## src/rtl/core/msp_pkg.sv

```systemverilog
// Shared constants for the matrix saddle point finder.
// No dependencies; every module of the block imports this package.
package msp_pkg;

  localparam int ValueW         = 32;
  localparam int CfgDataW       = 7;
  localparam int CfgIdxW        = 2;
  localparam int PointIdxW      = 6;
  localparam int FifoDepth      = 4;
  localparam int DefMaxRows     = 64;
  localparam int DefMaxColumns  = 64;

  localparam logic [CfgIdxW-1:0] RegRowCount    = CfgIdxW'(0);
  localparam logic [CfgIdxW-1:0] RegColumnCount = CfgIdxW'(1);

endpackage

```

## src/rtl/core/msp_front.sv

```systemverilog
// Front end: configuration registers, matrix position tracking and item tagging.
// Depends on msp_pkg; feeds msp_fifo.
module msp_front import msp_pkg::*; #(
  parameter int MAX_ROWS    = DefMaxRows,
  parameter int MAX_COLUMNS = DefMaxColumns,
  localparam int RowW    = (MAX_ROWS > 1) ? $clog2(MAX_ROWS) : 1,
  localparam int ColW    = (MAX_COLUMNS > 1) ? $clog2(MAX_COLUMNS) : 1,
  localparam int RowCntW = $clog2(MAX_ROWS + 1),
  localparam int ColCntW = $clog2(MAX_COLUMNS + 1),
  localparam int ItemW   = ValueW + RowW + ColW + 2
) (
  input  logic                      clk_i,
  input  logic                      rst_ni,
  input  logic                      push,
  output logic                      full,
  input  logic signed [ValueW-1:0]  element_value_i,
  input  logic                      cfg_we_i,
  input  logic [CfgIdxW-1:0]        cfg_index_i,
  input  logic [CfgDataW-1:0]       cfg_data_i,
  output logic                      item_valid_o,
  output logic [ItemW-1:0]          item_o,
  input  logic                      item_ready_i
);

  typedef struct packed {
    logic [ValueW-1:0] value;
    logic [RowW-1:0]   row;
    logic [ColW-1:0]   col;
    logic              row_end;
    logic              last;
  } item_t;

  logic [CfgDataW-1:0] row_cfg_q, col_cfg_q;
  logic [RowW-1:0]     row_q;
  logic [ColW-1:0]     col_q;
  logic [RowCntW-1:0]  row_cnt;
  logic [ColCntW-1:0]  col_cnt;
  logic                accept, row_end, last, cfg_hit;
  item_t               item;

  always_comb begin
    if (row_cfg_q == '0) begin
      row_cnt = RowCntW'(1);
    end else if (32'(row_cfg_q) > 32'(MAX_ROWS)) begin
      row_cnt = RowCntW'(MAX_ROWS);
    end else begin
      row_cnt = RowCntW'(row_cfg_q);
    end
    if (col_cfg_q == '0) begin
      col_cnt = ColCntW'(1);
    end else if (32'(col_cfg_q) > 32'(MAX_COLUMNS)) begin
      col_cnt = ColCntW'(MAX_COLUMNS);
    end else begin
      col_cnt = ColCntW'(col_cfg_q);
    end
  end

  assign row_end = (32'(col_q) + 32'd1) == 32'(col_cnt);
  assign last    = row_end && ((32'(row_q) + 32'd1) == 32'(row_cnt));
  assign accept  = push && item_ready_i;
  assign full    = !item_ready_i;
  assign cfg_hit = cfg_we_i && (cfg_index_i == RegRowCount || cfg_index_i == RegColumnCount);

  always_comb begin
    item.value   = element_value_i;
    item.row     = row_q;
    item.col     = col_q;
    item.row_end = row_end;
    item.last    = last;
  end

  assign item_valid_o = push;
  assign item_o       = item;

  always_ff @(posedge clk_i or negedge rst_ni) begin
    if (!rst_ni) begin
      row_cfg_q <= CfgDataW'(1);
      col_cfg_q <= CfgDataW'(1);
      row_q     <= '0;
      col_q     <= '0;
    end else if (cfg_hit) begin
      if (cfg_index_i == RegRowCount) begin
        row_cfg_q <= cfg_data_i;
      end else begin
        col_cfg_q <= cfg_data_i;
      end
      row_q <= '0;
      col_q <= '0;
    end else if (accept) begin
      if (row_end) begin
        col_q <= '0;
        row_q <= last ? '0 : row_q + RowW'(1);
      end else begin
        col_q <= col_q + ColW'(1);
      end
    end
  end

endmodule

```

## config.mk

```make
export PLATFORM = sky130hd
export DESIGN_NAME = msp_front
export DESIGN_NICKNAME = d
export VERILOG_FILES = /design/src/rtl/core/msp_pkg.sv /design/src/rtl/core/msp_front.sv
export SDC_FILE = /design/constraint.sdc
export NUM_CORES = 1
export LEC_CHECK = 0
export BUFFER_PORTS_ARGS = -buffer_cell sky130_fd_sc_hd__buf_2
export CORE_AREA = 3 3 70 105
export CTS_CLUSTER_SIZE = 40
export DETAILED_ROUTE_END_ITERATION = 8
export DIE_AREA = 0 0 73 108
export PLACE_DENSITY = 0.57
export SYNTH_ARGS = -nofsm -noshare
export SYNTH_HDL_FRONTEND = slang
export SYNTH_SLANG_ARGS = --single-unit
```

## constraint.sdc

```tcl
create_clock -name clk_i -period 6.1 [get_ports clk_i]
set_input_delay 0.61 -clock clk_i [delete_from_list [all_inputs] [get_ports clk_i]]
set_output_delay 0.61 -clock clk_i [all_outputs]
set_load 0.02 [all_outputs]
```

# Yosys cells after proc, flatten, opt, wreduce, memory -nomap -nowiden
# Index checks and enable logic that the tools add are counted.
# Widths: inputs -> output; s select.
# op_classes
addsub,4
order_cmp,2
eq_ne,3
mux,11
bitwise_logic,1
n_reduce_logical,13
# ops
cell,n
$mux 6,7
$mux 7,4
$add 6x1->7 const B,2
$eq 7x7->1,2
$gt 7x7->1 const B,2
$logic_not 7->1,2
$add 6x1->6 const B,2
$reduce_and 2->1,3
$reduce_bool 2->1,2
$logic_and 1x1->1,3
$eq 2x1->1 const B,1
$logic_not 2->1,1
$logic_not 1->1,1
$logic_or 1x1->1,1
$not 1->1,1
# totals
register_bits,26

# Logic depth before layout (Yosys ltp)
# logic_depth
ltp_word,9
mapped_depth,9
depth_no_buf,8

# Worst setup path after synthesis
# Ideal clock, no wire load.
# synth_timing
path_kind,register to output
from,reg col_q[0]
to,out item_o[0]
arrival_time_ns,2.102
setup_slack_ns,3.388
path_stages_with_launch,9
n_path_buf,1
path_cell_list,dfrtp_1 > ha_1 > xnor2_1 > mux2_1 > o2111ai_1 > a221o_1 > a211o_1 > nor2_1 > buf_4
# synth_between
elab_chain_len,3
# synth_lines
element,line,source
from (decl),msp_front.sv:35,logic [ColW-1:0] col_q;
from (signal assigned),msp_front.sv:94,col_q <= col_q + ColW'(1);
$add 6x1->7,msp_front.sv:58,assign row_end = (32'(col_q) + 32'd1) == 32'(col_cnt);
$eq 7x7->1,msp_front.sv:58,
$logic_and 1x1->1,msp_front.sv:59,assign last = row_end && ((32'(row_q) + 32'd1) == 32'(row_cnt));
to (decl),msp_front.sv:21,"output logic [ItemW-1:0] item_o,"
# No other way between the ends.

# Worst setup path in the final report
# Same ends and word-level chain as after synthesis.

==> flow_summary.rst <==
.. list-table::
   :header-rows: 1

   * - Metric
     - Value
   * - Met3 wire length
     - 240 µm
   * - TritonCTS clock tree
     - yes
   * - Worst-case clock skew
     - approximately 0.015 ns
   * - Critical Path, Cell by Cell
     - ha_1 > xnor2_1 > mux2_1 > o2111ai_1 > a221o_1 > a211o_1 > nor2_1 > buf_2
   * - Critical-path cell with the highest stage delay
     - sky130_fd_sc_hd__dfrtp_1
   * - Outcome
     - finished, final reports clean
   * - Fmax achieved
     - 316 MHz
   * - Flop pwr share
     - 0.522
   * - Number of distinct library cell variants in the gate-level netlist after synthesis
     - 43
   * - Setup TNS
     - 0 ns
   * - Antenna cells
     - 0
   * - Global placer's final weighted congestion
     - between 0.8 and 0.9
   * - Relative slew slack
     - 0.560
   * - Detailed placer's ending HPWL
     - 3310 µm
   * - Clk Tree Root Cell
     - sky130_fd_sc_hd__clkbuf_8
   * - Overflow left after global routing
     - 0
   * - Proportion of netlist area held by the largest area contributor
     - 0.309
   * - Yosys warns
     - 0
   * - Max VDD drop
     - 0.0700 mV
   * - Peak fanout along the critical path
     - 9
   * - Post-route design area
     - 0.00193 mm²
   * - Max Cap Viol
     - 0
   * - Proportion of layout cells with a drive suffix above 1
     - 0.263
   * - Beginning of the critical path
     - col_q[0]
   * - Post-CTS Hold Fix Bufs
     - 0
   * - Portion of the clock cycle consumed by the worst path in the final layout
     - 0.518
   * - Number of routed nets with antenna violations
     - 0
   * - Worst reg-to-reg setup slack
     - 3.35 ns
   * - Placeable core region
     - 0.00653 mm²
   * - Clock input transition at the sequential cells of the worst setup and hold paths
     - approximately 0.1 ns
   * - Largest net degree at the start of global routing
     - 27
   * - Leak
     - slightly below 0.9 nW
   * - Type of element capturing the critical path
     - output pin
   * - Post-Syn Area per Cell
     - 9.34 µm²
   * - Clock latency on the worst-skew pair
     - 0.27 ns
   * - Via count of the first global-routing pass
     - 1505
   * - Total power density per cell area
     - approximately 230 mW/mm²
   * - Core utilization of the finished layout
     - 0.295
   * - Buffers & Inverters on Critical Path
     - 1
   * - Synth Instances
     - 208
   * - Cell taking the most area after synthesis
     - sky130_fd_sc_hd__dfrtp_1
   * - Terminus of the critical flop-to-flop path
     - row_q[5]
   * - Proportion of register bits with asynchronous set or reset after synthesis
     - 1.00
   * - Max-slew violation total from the final report
     - 0
   * - Depth of the most critical reg-to-reg path
     - 8
   * - Critical path data required time
     - 5.49 ns
   * - Area overhead of the layout relative to synthesis
     - -0.773%
   * - Met2 WL post-DR
     - 2250 µm
   * - Chip Width
     - 73 µm
   * - Number of buffer cells added on primary ports
     - 29
   * - Die H
     - 108 µm
   * - Area of the die
     - 0.00788 mm²
   * - Tightest Pin Transition
     - 0.658 ns
   * - Number of flops mapped to enable cells by yosys
     - 0
   * - End point of the critical path
     - item_o[0]
   * - Number of buffers between clock root and the deepest sink
     - 2
   * - Total via count in the routed design
     - 1442
   * - Floorplan row count
     - 36
   * - Reg2reg start
     - col_q[0]
   * - Total Wirelength
     - between 4000 and 5000 µm
   * - Most used DFF post-synth
     - sky130_fd_sc_hd__dfrtp_1
   * - Family of cells with the greatest summed delay on the critical path
     - compound AO/OA/AOI/OAI gates
   * - Kind of critical path
     - reg2out
   * - Critical path's largest stage delay
     - approximately 0.48 ns
   * - Switching power total
     - around 0.14 mW
   * - Critical Path Stages
     - 8
   * - Initial core utilization
     - 0.297
   * - Overall routing resource usage
     - 0.111
   * - Proportion of power drawn by the clock network
     - 0.229
   * - Sequential share of the synthesized area
     - 0.336
   * - Detailed Routing Iterations Pass 1
     - 4
   * - Pint
     - approximately 0.30 mW
   * - Number of endpoints failing setup at the final stage
     - 0
   * - Synthesis-stage register bit count
     - 26
   * - Leading cell type by number of instances after synthesis
     - sky130_fd_sc_hd__buf_4
   * - Net total in the final layout
     - 247
   * - Cell area after synthesis
     - approximately 0.0019 mm²
   * - Top cells by instance count after synthesis
     - 35 x sky130_fd_sc_hd__buf_4, 24 x sky130_fd_sc_hd__dfrtp_1, 15 x sky130_fd_sc_hd__mux2_2
   * - Metal1 wirelength
     - between 1500 and 2000 µm
   * - Synthesized net count
     - 256
   * - Detailed Route Iter0 Violations
     - 53
   * - Top routing layer used
     - met4
   * - Setup repair after global routing missed its margin
     - no
   * - H-tree level count
     - 1
   * - Arrival time at the worst endpoint
     - 2.55 ns
   * - CP startpoint kind
     - flop
   * - Total of cells resized after clock tree synthesis
     - 0
   * - Minimum period implied by the final worst setup slack
     - 3.16 ns
   * - Remaining DRCs
     - 0
   * - Switching Fraction
     - 0.320
   * - Post-CTS Setup Inserts
     - 0
   * - Number of antenna violations at the first check in global routing
     - 0
   * - Global-route wire length before repair
     - 6980 µm
   * - Share of total power in combinational logic
     - 0.249
   * - Final count of hold timing violations
     - 0
   * - Sink count of the clock tree
     - 26
   * - Post-DR wirelength/cell
     - 15.4 µm
   * - Final worst hold slack
     - 0.335 ns
   * - Path type of the worst min-delay path
     - in2async
   * - Via-to-Cell Ratio
     - 5.26
   * - Area after DPL
     - 0.00188 mm²
   * - I/O pin count
     - 94
   * - TritonCTS buffer count
     - 3
   * - Largest cells by area after synthesis
     - sky130_fd_sc_hd__dfrtp_1 31%, sky130_fd_sc_hd__buf_4 14%, sky130_fd_sc_hd__mux2_2 8.7%
kinds of logic (layout without fill, tap and decap cells):
logic type               Yosys count  in the layout  synth area share
flip-flops                        26             26             0.336
XOR/XNOR                          14             14            0.0631
adder cells (fa/ha/maj)            2              2            0.0129
buffers and inverters             46             36             0.160
multiplexers                      19             19             0.108
AND/OR/NAND/NOR                   62             62             0.181
AO/OA/AOI/OAI                     39             39             0.138
worst min-delay path by stage:
| stage | startpoint | slack (ns) | depth (start not counted) | end |
|---|---|---|---|---|
| final | rst_ni | 0.33 | 1 | col_q[3] |
| after floorplan | rst_ni | 0.31 | 0 | col_cfg_q[1] |
| after global routing | rst_ni | 0.37 | 1 | col_q[3] |
| after global placement | col_cfg_q[4] | 0.54 | 1 | col_cfg_q[4] |
| after CTS | rst_ni | 0.35 | 1 | col_q[3] |
| after detailed placement | col_cfg_q[4] | 0.55 | 1 | col_cfg_q[4] |
registers in the layout, indices dropped and copies added (netlist names):
name	count
col_q	6
row_q	6
col_cfg_q	7
row_cfg_q	7
power groups by stage:
stage | Clock, mW | Combinational (mW) | Sequential [mW]
after floorplan | 0 | 0.118 | 0.222
after global placement | 0 | 0.109 | 0.231
after detailed placement | 0 | 0.111 | 0.232
after CTS | 0.105 | 0.111 | 0.228
after global routing | 0.112 | 0.123 | 0.233
final | 0.100 | 0.109 | 0.228
metal layers:
metal,track usage,up-vias
li1,-,688
met1,0.119,680
met2,0.203,55
met3,0.0195,19
met4,0.0528,0
met5,0,-
worst register-to-register path, cell delays in order (launching register included):
cell and delay, ns:
sky130_fd_sc_hd__dfrtp_1 0.48, sky130_fd_sc_hd__ha_1 0.31, sky130_fd_sc_hd__xnor2_1 0.24, sky130_fd_sc_hd__mux2_1 0.17, sky130_fd_sc_hd__o2111ai_1 0.11, sky130_fd_sc_hd__a221o_1 0.33
sky130_fd_sc_hd__nor3b_4 0.58, sky130_fd_sc_hd__nand2b_1 0.25, sky130_fd_sc_hd__o211a_1 0.18
layout make-up:
cell class                      count  area, µm²
Timing Repair Buffer               29        145
Multi-Input combinational cell    136        977
Tap cell                           76       95.1
Sequential cell                    26        653
Clock buffer                        4       45.0
Inverter                            3       11.3
Fill cell                         705       4600
metrics by stage:
| stage | worst slack, ns | power (mW) | instances |
|---|---|---|---|
| 2_1_floorplan | 3.39 | 0.340 | 208 |
| 3_3_place_gp | 3.28 | 0.341 | 270 |
| 3_5_place_dp | 3.22 | 0.342 | 270 |
| 4_1_cts | 2.90 | 0.444 | 274 |
| 5_1_grt | 2.72 | 0.468 | 274 |
| 6_report | 2.94 | 0.438 | 274 |
placed cells by master (no fill, tap or decap), types with 2 or more instances in the layout:
master / synthesis / layout
sky130_fd_sc_hd__buf_2: 0 / 29
sky130_fd_sc_hd__dfrtp_1: 24 / 24
sky130_fd_sc_hd__mux2_2: 15 / 15
sky130_fd_sc_hd__nor2_1: 12 / 12
sky130_fd_sc_hd__nand2_1: 12 / 12
sky130_fd_sc_hd__o21ai_0: 11 / 11
sky130_fd_sc_hd__xnor2_1: 9 / 9
sky130_fd_sc_hd__nor3_1: 8 / 8
sky130_fd_sc_hd__a21oi_1: 6 / 6
sky130_fd_sc_hd__nand2b_1: 6 / 6
sky130_fd_sc_hd__xor2_1: 5 / 5
sky130_fd_sc_hd__a31oi_1: 5 / 5
sky130_fd_sc_hd__nand3_1: 4 / 4
sky130_fd_sc_hd__o211a_1: 4 / 4
sky130_fd_sc_hd__inv_1: 3 / 3
sky130_fd_sc_hd__a211o_1: 3 / 3
sky130_fd_sc_hd__nor2b_1: 3 / 3
sky130_fd_sc_hd__mux2i_1: 3 / 3
sky130_fd_sc_hd__and3_1: 3 / 3
sky130_fd_sc_hd__nand4_1: 3 / 3
sky130_fd_sc_hd__clkbuf_8: 0 / 3
sky130_fd_sc_hd__or3_1: 2 / 2
sky130_fd_sc_hd__o2111ai_1: 2 / 2
sky130_fd_sc_hd__nor4_1: 2 / 2
sky130_fd_sc_hd__ha_1: 2 / 2
sky130_fd_sc_hd__dfstp_2: 2 / 2
(Power assumes the default switching activity.)
