<file path="config.mk">
export PLATFORM = sky130hd
export DESIGN_NAME = msp_fifo
export DESIGN_NICKNAME = d
export VERILOG_FILES = /design/src/rtl/core/msp_pkg.sv /design/src/rtl/core/msp_fifo.sv
export SDC_FILE = /design/constraint.sdc
export NUM_CORES = 1
export LEC_CHECK = 0
export BUFFER_PORTS_ARGS = -buffer_cell sky130_fd_sc_hd__clkbuf_2
export CAP_MARGIN = 20
export CORE_AREA = 2 2 55 57
export DETAILED_ROUTE_END_ITERATION = 16
export DIE_AREA = 0 0 57 59
export PLACE_DENSITY = 0.8
export SYNTH_ARGS = -nofsm -noshare
export SYNTH_HDL_FRONTEND = slang
export SYNTH_SLANG_ARGS = --single-unit
</file>
<file path="constraint.sdc">
create_clock -name clk_i -period 4.7 [get_ports clk_i]
set_input_delay 1.175 -clock clk_i [delete_from_list [all_inputs] [get_ports clk_i]]
set_output_delay 1.175 -clock clk_i [all_outputs]
set_load 0.005 [all_outputs]
</file>
<file path="src/rtl/core/msp_pkg.sv">
// Shared constants for the matrix saddle point finder.
// No dependencies; every module of the block imports this package.
package msp_pkg;

  localparam int ValueW         = 32;
  localparam int CfgDataW       = 7;
  localparam int CfgIdxW        = 2;
  localparam int PointIdxW      = 6;
  localparam int FifoDepth      = 4;
  localparam int DefMaxRows     = 64;
  localparam int DefMaxColumns  = 64;

  localparam logic [CfgIdxW-1:0] RegRowCount    = CfgIdxW'(0);
  localparam logic [CfgIdxW-1:0] RegColumnCount = CfgIdxW'(1);

endpackage

</file>
<file path="src/rtl/core/msp_fifo.sv">
// Short queue between the front end and the back end.
// Depends on msp_pkg for its default depth.
module msp_fifo import msp_pkg::*; #(
  parameter int WIDTH = 8,
  parameter int DEPTH = FifoDepth,
  localparam int PtrW = (DEPTH > 1) ? $clog2(DEPTH) : 1,
  localparam int CntW = $clog2(DEPTH + 1)
) (
  input  logic             clk_i,
  input  logic             rst_ni,
  input  logic             wr_valid_i,
  output logic             wr_ready_o,
  input  logic [WIDTH-1:0] wr_data_i,
  output logic             rd_valid_o,
  input  logic             rd_ready_i,
  output logic [WIDTH-1:0] rd_data_o
);

  logic [WIDTH-1:0] mem_q [DEPTH];
  logic [PtrW-1:0]  wr_ptr_q, rd_ptr_q;
  logic [CntW-1:0]  count_q;
  logic             do_wr, do_rd;

  assign wr_ready_o = 32'(count_q) < 32'(DEPTH);
  assign rd_valid_o = count_q != '0;
  assign rd_data_o  = mem_q[rd_ptr_q];
  assign do_wr      = wr_valid_i && wr_ready_o;
  assign do_rd      = rd_valid_o && rd_ready_i;

  always_ff @(posedge clk_i) begin
    if (do_wr) begin
      mem_q[wr_ptr_q] <= wr_data_i;
    end
  end

  always_ff @(posedge clk_i or negedge rst_ni) begin
    if (!rst_ni) begin
      wr_ptr_q <= '0;
      rd_ptr_q <= '0;
      count_q  <= '0;
    end else begin
      if (do_wr) begin
        wr_ptr_q <= (32'(wr_ptr_q) == DEPTH - 1) ? '0 : wr_ptr_q + PtrW'(1);
      end
      if (do_rd) begin
        rd_ptr_q <= (32'(rd_ptr_q) == DEPTH - 1) ? '0 : rd_ptr_q + PtrW'(1);
      end
      if (do_wr && !do_rd) begin
        count_q <= count_q + CntW'(1);
      end else if (do_rd && !do_wr) begin
        count_q <= count_q - CntW'(1);
      end
    end
  end

endmodule

</file>
* Word level (Yosys, flattened, before mapping)
Memory sizes are Yosys's and may differ from the RTL's.
Cells that the tools add are included.
** Operators by class
- Add/sub/neg operators :: 4
- $lt $le $gt $ge :: 1
- Equal/unequal tests :: 2
- Mux-type cells :: 6
- Reduce and logical (&&, ||, !) cells :: 8
** Operator list (count)
- 3-bit two-way mux :: 2
- 2-bit by 1-bit adder with 2-bit output (second input constant) :: 2
- 2-bit == test (second input constant) :: 2
- 1-bit logical AND :: 4
- 2-bit two-way mux :: 2
- 3-bit by 1-bit adder with 3-bit output (second input constant) :: 1
- 3-bit less-than comparator (second input constant) :: 1
- 3-bit nonzero test :: 1
- 3-bit by 1-bit subtractor with 3-bit output (second input constant) :: 1
- 1-bit logical NOT :: 2
- 1-bit two-way mux :: 2
- 2-bit nonzero test :: 1
** Storage, ports and cells
- Register bits :: 7
- Bits in writable memories :: 32
- Input bits :: 12
- Output and inout bits :: 10
- Logic and storage cells :: 25
- Memories :: 1
** Memories
- mem_q :: words 4, bits a word 8, read ports 1, clocked after Yosys merged registers in 0, write ports 1, RTL line msp_fifo.sv:19 : logic [WIDTH-1:0] mem_q [DEPTH];

* Logic depth before layout (Yosys ltp)
Gate-level depths: netlist of the first run.
- Depth in word-level cells :: 6
- Gate-level depth with buffers :: 8
- Mapped depth without buffers :: 8

* Worst setup path after synthesis of the first run
OpenSTA, ideal clock, no wires.
- Path kind :: input to register
- From :: input port wr_valid_i
- To :: register count_q[2]
- Setup time :: 0.080 ns
- Arrival time :: 2.469 ns
- Path slack :: 2.151 ns
- Stages :: 8
- Cells stage by stage :: nor2b_1 > clkbuf_1 > ha_1 > inv_1 > fa_1 > xor2_1 > nor2_1 > xnor2_1
** On the way
- Longest elaborated chain between the ends :: 4
- Elaborated cells on any way between the ends :: 6
** Ends and longest elaborated chain
- start, declared :: RTL line msp_fifo.sv:11 : input logic wr_valid_i,
- 1-bit logical AND * :: RTL line msp_fifo.sv:27 : assign do_wr = wr_valid_i && wr_ready_o;
- net do_wr :: RTL line msp_fifo.sv:22 : logic do_wr, do_rd;
- 1-bit logical NOT :: RTL line msp_fifo.sv:50 : end else if (do_rd && !do_wr) begin
- 1-bit logical AND :: RTL line msp_fifo.sv:50
- 2-bit nonzero test (no source line)
- end signal, assigned :: RTL line msp_fifo.sv:49 : count_q <= count_q + CntW'(1);
- end signal, assigned :: RTL line msp_fifo.sv:51 : count_q <= count_q - CntW'(1);
- end, declared :: RTL line msp_fifo.sv:21 : logic [CntW-1:0] count_q;
The timed path passes the listed nets; every way through them passes the cells marked *.
A chain may end at the register's enable or synchronous reset.

* Final worst setup path of the first run
- From :: register rd_ptr_q[0]
- To :: output port rd_data_o[1]
** On the way
- Longest elaborated chain between the ends :: 1
** Ends and longest elaborated chain
- start, declared :: RTL line msp_fifo.sv:20 : logic [PtrW-1:0] wr_ptr_q, rd_ptr_q;
- start signal, assigned :: RTL line msp_fifo.sv:46 : rd_ptr_q <= (32'(rd_ptr_q) == DEPTH - 1) ? '0 : rd_ptr_q + PtrW'(1);
- memory 4 x 8 bit
- end, declared :: RTL line msp_fifo.sv:16 : output logic [WIDTH-1:0] rd_data_o
Every way passes these cells.

==> flow_metrics.tcl, run 1 <==
set metrics [dict create \
    status "finished clean" \
    clk_path_buf_depth 2 \
    max_stage_delay_ns 0.73 \
    fin_crit_ns 2.960 \
    cts_tree "done" \
    ir_drop_v 0.0003464 \
    antenna_cells 0 \
    die-area_um2 3363 \
    htreeDepth 2 \
    grt_pass1_wl_um 3712 \
    timing.rr.start "count_q[0]" \
    remaining_drc_errors 0 \
    antenna_left 0 \
    synthCells 81 \
    post-route-period-util 0.6298 \
    cp_top_family "flip-flops" \
    max_freq_mhz 337.8 \
    power_density_nw_per_um2 556.4 \
    min_from "count_q[0]" \
    synth_area_um2 1589 \
    synth_most_common_cell "edfxtp_1" \
    die_h_um 59 \
    fin_tns_setup_ns 0 \
    die_x_um 57 \
    start_util 0.5863 \
    synthFlopType "edfxtp_1" \
    yosysWarnings 0 \
    end_kind "output port" \
    portBuffers 21 \
    cp_slowest_cell "dfrtp_1" \
    setup_viol 0 \
    drt_iter0_drc 16 \
    crit_arrival_ns 1.79 \
    first_pass_iters 4 \
    synth_cell_type_count 19 \
    clkTransAtPathRegs_ns 0.11 \
    synth-seq-area-share 0.7150 \
    cts.hold.buffers_added 0 \
    cts_resized 0 \
    cts_made_buffers 5 \
    core_area_um2 2710 \
    via_count 757 \
    path_max_fanout 11 \
    avgRoutedWirePerCell_um 16.97 \
    crit_type "reg2out" \
    yosys-top-cells-count "32 x edfxtp_1, 8 x mux4_2, 7 x dfrtp_1" \
    drive_gt1_frac 0.3832 \
    yosys-top-cells-area "edfxtp_1 60%, mux4_2 11%, dfrtp_1 11%, ha_1 4.7%, mux2_4 1.9%" \
    power.total_uw 992.1 \
    synth_edf_count 32 \
    antenna_found_initial 0 \
    detailed_place_hpwl_um 1601 \
    grt_usage 0.1598 \
    worstMarginPinSlew_ns 0.5847 \
    worstPathRequired_ns 3.52 \
    cap_violations 0 \
    hold_path_end "count_q[0]" \
    path_cells "mux4_2 > clkbuf_2" \
    yosys.area.top_type_share 0.6047 \
    grt_max_degree 13 \
    area_growth_pct 12.20 \
    rrSetupSlack_ns 2.65 \
    via_per_inst 5.486 \
    post_cts_buffers 0 \
    total_leakage_power_uw 0.0006741 \
    root_buffer "clkbuf_4" \
    holdCritPathClass "reg2reg" \
    r2r_cells 8 \
    ios 22 \
    synthArstFlopShare 0.1795 \
    wl_um 2342 \
    syn_area_per_cell_um2 19.62 \
    rr_endpoint "count_q[2]" \
    hold_viol_final 0 \
    grt-ovfl-total 0 \
    relSlewSlack 0.6102 \
    finalNetCount 125 \
    grt_pass1_vias 788 \
    gp_congestion 0.7174 \
    rsz0062_at_grt "false" \
    synth_area_leader_cell "edfxtp_1" \
    rows 19 \
    slew_violations 0 \
    clock_sinks 39 \
    syn_nets 100 \
    worstSkewPairLatency_ns 0.34 \
    cp_num_buf_inv 1 \
    crit_path_start_kind "flip-flop" \
    fin_skew_ns 0.005612 \
    holdPathStages 1 \
    ys_seq_elements 39 \
]
cell usage in the layout, fill, tap and decap left out, types with 2 or more instances in the layout:
master	instances
and2_1	4
clkbuf_2	21
ha_1	6
xnor2_1	2
inv_1	4
clkbuf_4	5
nand2_1	2
o21ai_0	2
edfxtp_1	32
nor2_1	3
dfrtp_1	7
mux4_2	8
mux2_4	2
worst max-delay path by stage:
stage | start | end | depth (start not counted)
finish | rd_ptr_q[0] | rd_data_o[1] | 2
global route | rd_ptr_q[0] | rd_data_o[1] | 2
CTS | rd_ptr_q[0] | rd_data_o[5] | 2
detailed placement | wr_valid_i | count_q[2] | 8
global placement | wr_valid_i | count_q[2] | 8
floorplan | wr_valid_i | count_q[2] | 8
cells by family (layout without fill, tap and decap cells):
group,after synthesis,count (layout),share of synthesized area
adders and majority gates,7,7,0.05984
and+or+nand+nor,12,12,0.04567
xor gates and xnor gates,3,3,0.01654
AOI/OAI and AO/OA,2,2,0.006299
muxes,11,11,0.1394
buffers and inverters,7,33,0.01732
DFF,39,39,0.7150
flip-flops by register name, indices dropped and copies added, names as in the netlist:
| signal | count |
|---|---|
| count_q | 3 |
| rd_ptr_q | 2 |
| wr_ptr_q | 2 |
| mem_q | 32 |
worst reg2reg max path, delay by kind of cell, from the launching register on:
kind / cells / cell delay, ns
buffers and inverters: 1 / 0.06
XOR/XNOR: 2 / 0.29
AND/OR/NAND/NOR: 3 / 0.63
adder cells (fa/ha/maj): 2 / 0.55
flip-flops: 1 / 0.44
per-stage QoR:
step	instance area (um^2)	worst slack (ns)	std cells	util	hold WS, ns
floorplan	1589	2.151	81	-	0.5043
finish	1783	1.740	138	0.6579	0.5523
detailed placement	1720	1.884	130	0.6348	0.5391
global route	1783	1.576	138	0.6579	0.5779
global placement	1720	1.994	130	0.6348	0.5260
CTS	1783	1.681	138	0.6579	0.5565
power breakdown:
part	switching (uW)	internal, uW	leakage (uW)	total, uW
clock network	104	71.1	0.0000319	175
registers	67.4	446	0.000374	513
logic	126	177	0.000268	304
layer usage:
| layer | up-vias | GRT usage | share of wire |
|---|---|---|---|
| met4 | 0 | 0.07973 | 0.022 |
| met1 | 375 | 0.1922 | 0.42 |
| met3 | 8 | 0.04803 | 0.045 |
| met2 | 18 | 0.2660 | 0.51 |
| li1 | 356 | - | - |
| met5 | - | 0 | 0 |
cell type report:
type                       count  area, um^2
sequential                    39        1136
tap                           31       38.79
inverter                       4       15.01
clock buffer                   6       51.30
clock inverter                 2       11.26
fill                         196       927.1
timing repair buffer          21       105.1
multi-input combinational     35       425.4
No activity file was read; power rests on OpenSTA's default activity.
==> run 2: changes to the inputs <==
--- a/config.mk
+++ b/config.mk
@@ -5,12 +5,13 @@
 export SDC_FILE = /design/constraint.sdc
 export NUM_CORES = 1
 export LEC_CHECK = 0
+export ABC_AREA = 1
 export BUFFER_PORTS_ARGS = -buffer_cell sky130_fd_sc_hd__clkbuf_2
 export CAP_MARGIN = 20
-export CORE_AREA = 2 2 55 57
+export CORE_AREA = 2 2 59 61
 export DETAILED_ROUTE_END_ITERATION = 16
-export DIE_AREA = 0 0 57 59
-export PLACE_DENSITY = 0.8
+export DIE_AREA = 0 0 61 63
+export PLACE_DENSITY = 0.76
 export SYNTH_ARGS = -nofsm -noshare
 export SYNTH_HDL_FRONTEND = slang
 export SYNTH_SLANG_ARGS = --single-unit
==> constraint.sdc (replaced) <==
create_clock -name clk_i -period 3.1 [get_ports clk_i]
set_input_delay 0.775 -clock clk_i [delete_from_list [all_inputs] [get_ports clk_i]]
set_output_delay 0.775 -clock clk_i [all_outputs]
set_load 0.005 [all_outputs]
==> run 2 against run 1 <==
  * Worst setup slack got worse by 1.1 ns
  * Global-route usage increased by 1.6 points
  * Sequential cell count unchanged
  * Largest cell class unchanged
==> flow_metrics.tcl, run 2 <==
set metrics [dict create \
    status "finished clean" \
    post_cts_buffers 0 \
    grt_pass1_vias 1109 \
    swShare 0.3708 \
    drt_iter0_drc 24 \
    holdCritPathClass "in2async" \
    yosys.area.top_type_share 0.5541 \
    first_pass_iters 4 \
    synthCells 148 \
    end_kind "output port" \
    core_area_um2 3232 \
    ios 22 \
    p_seq_frac 0.488 \
    fin_tns_setup_ns 0 \
    power_switching_uw 594.5 \
    htreeDepth 2 \
    cts_tree "done" \
    p_int_uw 1009 \
    cts_resized 0 \
    relSlewSlack 0.4478 \
    worstMarginPinSlew_ns 0.8253 \
    synth_cell_type_count 16 \
    fin_skew_ns 0.007987 \
    crit_path_start_kind "flip-flop" \
    finalNetCount 191 \
    grt-ovfl-total 0 \
    largestRegisters "mem_q: 32 flops, count_q: 3 flops" \
    path_max_fanout 19 \
    synth-seq-area-share 0.6551 \
    total_leakage_power_uw 0.0008315 \
    gp_congestion 0.6717 \
    placed_area_um2 1848 \
    die_x_um 61 \
    final_common_cell "nand2_1" \
    ys_seq_elements 39 \
    final_area_um2 1898 \
    antenna_cells 0 \
    die_h_um 63 \
    drive_gt1_frac 0.1734 \
    synth_area_leader_cell "edfxtp_1" \
    grt_usage 0.1758 \
    mostFrequentLayoutCells "38 x nand2_1, 32 x edfxtp_1, 27 x inv_1" \
    via_count 1068 \
    cts_made_buffers 5 \
    grt_pass1_wl_um 4781 \
    synthFlopType "edfxtp_1" \
    synth_edf_count 32 \
    die-area_um2 3843 \
    clkTransAtPathRegs_ns 0.11 \
    p_comb_frac 0.363 \
    synthArstFlopShare 0.1795 \
    setup_viol 0 \
    ir_drop_v 0.0004844 \
    worstSkewPairLatency_ns 0.34 \
    antenna_found_initial 0 \
    wl_um 2884 \
    avgRoutedWirePerCell_um 13.17 \
    rsz0062_at_grt "false" \
    hold_viol_final 0 \
    cts.hold.buffers_added 0 \
    start_util 0.5366 \
    slew_violations 0 \
    worstPathRequired_ns 2.32 \
    portBuffers 21 \
    max_freq_mhz 407.3 \
    yosysWarnings 0 \
    largest_reg_flops 32 \
    clock_sinks 39 \
    antenna_left 0 \
    post-route-period-util 0.7919 \
    area_growth_pct 9.452 \
    remaining_drc_errors 0 \
    clk_path_buf_depth 2 \
    rows 21 \
    syn_nets 167 \
    top_register "mem_q" \
    power.total_uw 1603 \
    fin_crit_ns 2.455 \
    synth_area_um2 1734 \
    power_density_nw_per_um2 844.6 \
    crit_arrival_ns 1.68 \
    p_clk_frac 0.149 \
    detailed_place_hpwl_um 1999 \
    crit_type "reg2out" \
    cap_violations 0 \
    yosys-top-cells-area "edfxtp_1 55%, dfrtp_1 10%, nand2_1 8.2%, o211ai_1 6.9%, inv_1 5.8%" \
    synth_most_common_cell "nand2_1" \
    yosys-top-cells-count "38 x nand2_1, 32 x edfxtp_1, 27 x inv_1" \
    root_buffer "clkbuf_4" \
    via_per_inst 4.877 \
    syn_area_per_cell_um2 11.72 \
    grt_max_degree 20 \
]
-- run 2: cell types whose count changed in the layout (fill, tap and decap cells not counted), sizes merged, moves of 3 or more --
cell / change
nand3: +4
nor2: +3
inv: +24
and2: -4
nand2: +36
mux2: -3
mux4: -8
o211ai: +16
-- run 2: critical path, stage by stage, from the launching register on --
cell	delay, ns
dfrtp_1	0.66
buf_4	0.32
nand2_1	0.08
o211ai_1	0.08
nand2_1	0.09
clkbuf_2	0.12
-- run 2: layout make-up --
type,count,area (um^2)
Fill cell,273,1334
Sequential cell,39,1136
Multi-Input combinational cell,76,436.7
Timing Repair Buffer,22,112.6
Inverter,28,105.1
Tap cell,46,57.56
Clock buffer,7,45.04
Clock inverter,1,5.005
-- run 2: final timing paths --
| kind | to | slack [ns] | startpoint | cells after the start |
|---|---|---|---|---|
| worst max register to register | count_q[2] | 1.27 | count_q[0] | 10 |
| worst max-delay path | rd_data_o[2] | 0.64 | rd_ptr_q[0] | 5 |
| max in group asynchronous | rd_ptr_q[1] | 2.68 | rst_ni | 1 |
| min in group clk_i | count_q[2] | 0.54 | count_q[2] | 2 |
| worst min register to register | count_q[2] | 0.54 | count_q[2] | 2 |
| worst min-delay path | wr_ptr_q[0] | 0.25 | rst_ni | 1 |
-- run 2: logic make-up after synthesis --
group                    share of synthesized area
AND/OR/NAND/NOR                             0.1169
buffers and inverters                      0.09307
adder cells (fa/ha/maj)                    0.05483
flip-flops                                  0.6551
AO/OA/AOI/OAI                              0.07503
XOR/XNOR                                  0.005051
-- run 2: power groups by stage --
stage	clock network, uW	registers, uW	logic [uW]
after floorplan	0	739	481
after global placement	0	786	548
after detailed placement	0	795	588
after CTS	245	784	590
after global routing	266	796	687
final	238	782	583
-- run 2: layer usage --
metal,track usage,vias up,part of all wire
li1,-,538,-
met1,0.1919,499,0.42
met2,0.3065,23,0.52
met3,0.04348,8,0.037
met4,0.08424,0,0.021
met5,0,-,0
-- run 2: metrics by stage --
step           hold WS [ns]    util  setup slack, ns  cells
5_1_grt              0.2537  0.5873           0.4888    219
2_1_floorplan        0.4610       -            1.228    148
3_5_place_dp         0.5131  0.5718           0.9816    211
6_report             0.2456  0.5873           0.6450    219
3_3_place_gp         0.4784  0.5718            1.068    211
4_1_cts              0.2398  0.5873           0.6230    219
==> run 3: changes to the inputs <==
==> constraint.sdc (replaced) <==
create_clock -name clk_i -period 2.6 [get_ports clk_i]
set_input_delay 0.65 -clock clk_i [delete_from_list [all_inputs] [get_ports clk_i]]
set_output_delay 0.65 -clock clk_i [all_outputs]
set_load 0.005 [all_outputs]
==> run 3 against run 2 <==
  * Global-route usage shrank 0.55 points
  * Die area is the same
  * Critical path depth down 1
  * Highest routed layer unchanged
==> flow_metrics.tcl, run 3 (synthesis results as in run 2) <==
set metrics [dict create \
    hold_viol_final 0 \
    rows 21 \
    grt_max_degree 21 \
    gp_congestion 0.6851 \
    via_count 1080 \
    cts_tree "done" \
    htreeDepth 2 \
    power_switching_uw 702.5 \
    fin_crit_ns 2.187 \
    post_cts_buffers 0 \
    fin_tns_setup_ns 0 \
    p_int_uw 1224 \
    setup_viol 0 \
    clock_sinks 39 \
    post-route-period-util 0.8413 \
    root_buffer "clkbuf_4" \
    cts_resized 0 \
    r2r_cells 10 \
    die_h_um 63 \
    detailed_place_hpwl_um 1956 \
    slew_violations 0 \
    area_growth_pct 11.83 \
    die-area_um2 3843 \
    final_common_cell "nand2_1" \
    path_max_fanout 11 \
    top_register "mem_q" \
    largest_reg_flops 32 \
    cts_made_buffers 5 \
    path_cells "inv_1 > o211ai_1 > nand2_1 > clkbuf_2" \
    worstSkewPairLatency_ns 0.34 \
    wl_met3_um 114 \
    power_density_nw_per_um2 993.5 \
    max_stage_delay_ns 0.59 \
    rrSetupSlack_ns 0.80 \
    grt_pass1_vias 1094 \
    pre_cts_slack_ns 0.6158 \
    grt_usage 0.1703 \
    max_freq_mhz 457.2 \
    crit_path_start_kind "flip-flop" \
    finalNetCount 196 \
    p_comb_frac 0.381 \
    drt_iter0_drc 35 \
    via_per_inst 4.821 \
    crit_type "reg2out" \
    holdCritPathClass "in2async" \
    mostFrequentLayoutCells "38 x nand2_1, 32 x edfxtp_1, 27 x inv_1" \
    antenna_cells 0 \
    antenna_found_initial 0 \
    first_pass_iters 4 \
    fin_skew_ns 0.003754 \
    cts.hold.buffers_added 0 \
    m1WireLength_um 1151 \
    relSlewSlack 0.7454 \
    remaining_drc_errors 0 \
    crit_arrival_ns 1.54 \
    routed-wl-met2_um 1425 \
    ios 22 \
    clkTransAtPathRegs_ns 0.11 \
    core_area_um2 3232 \
    cp_slowest_cell "dfrtp_1" \
    p_clk_frac 0.152 \
    ir_drop_v 0.0004226 \
    dr.max_layer_used "met4" \
    fin_ws_ns 0.4126 \
    cap_violations 0 \
    swShare 0.3646 \
    p_seq_frac 0.467 \
    grt_pass1_wl_um 4574 \
    worstMarginPinSlew_ns 0.3819 \
    rsz0062_at_grt "false" \
    antenna_left 0 \
    end_kind "output port" \
    wl_um 2757 \
    die_x_um 61 \
    largestRegisters "mem_q: 32 flops, count_q: 3 flops" \
    avgRoutedWirePerCell_um 12.31 \
    drive_gt1_frac 0.2022 \
    grt-ovfl-total 0 \
    total_leakage_power_uw 0.0008569 \
    power.total_uw 1927 \
    clk_path_buf_depth 2 \
    start_util 0.5366 \
    worstPathRequired_ns 1.95 \
    portBuffers 21 \
    status "finished clean" \
]
## run 3: changes by cell type in the layout (fill, tap and decap cells not counted), sizes merged
cell      change
clkbuf        -1
clkinvlp      +1
buf           +5
## run 3: stage by stage
stage / util / std cells / hold WS, ns / area, um^2
final: 0.6001 / 224 / 0.1269 / 1939
after global routing: 0.6001 / 224 / 0.1147 / 1939
after CTS: 0.6001 / 224 / 0.1149 / 1939
after detailed placement: 0.5834 / 216 / 0.4862 / 1886
after global placement: 0.5834 / 216 / 0.4770 / 1886
after floorplan: - / 148 / 0.3544 / 1734
## run 3: metal layers
metal | vias to the layer above | global-route usage
li1 | 546 | -
met3 | 7 | 0.04762
met5 | - | 0
met4 | 0 | 0.08967
met1 | 506 | 0.1822
met2 | 21 | 0.2930
## run 3: critical path, delay by kind of cell (launching register included)
family / cells / cell delay (ns)
AOI/OAI and AO/OA: 1 / 0.15
buffers and inverters: 2 / 0.37
DFF: 1 / 0.59
and+or+nand+nor: 1 / 0.08
## run 3: layout make-up
cell class	count	area [um^2]
Clock buffer	6	41.29
Clock inverter	2	12.51
Fill cell	277	1292
Inverter	28	105.1
Multi-Input combinational cell	76	436.7
Sequential cell	39	1136
Tap cell	46	57.56
Timing Repair Buffer	27	150.1
## run 3: power by group through the flow
| stage | sequential [uW] | combinational, uW | clock, uW |
|---|---|---|---|
| floorplan | 881 | 574 | 0 |
| global placement | 909 | 708 | 0 |
| detailed placement | 912 | 752 | 0 |
| CTS | 901 | 751 | 304 |
| global route | 917 | 851 | 330 |
| finish | 900 | 734 | 292 |
## run 3: final timing paths
path	startpoint	to
min in group clk_i	count_q[2]	count_q[2]
setup reg to reg	count_q[0]	count_q[2]
setup / recovery	rd_ptr_q[1]	rd_data_o[7]
hold / removal	rst_ni	count_q[1]
hold reg to reg	count_q[2]	count_q[2]
max in group asynchronous	rst_ni	wr_ptr_q[0]
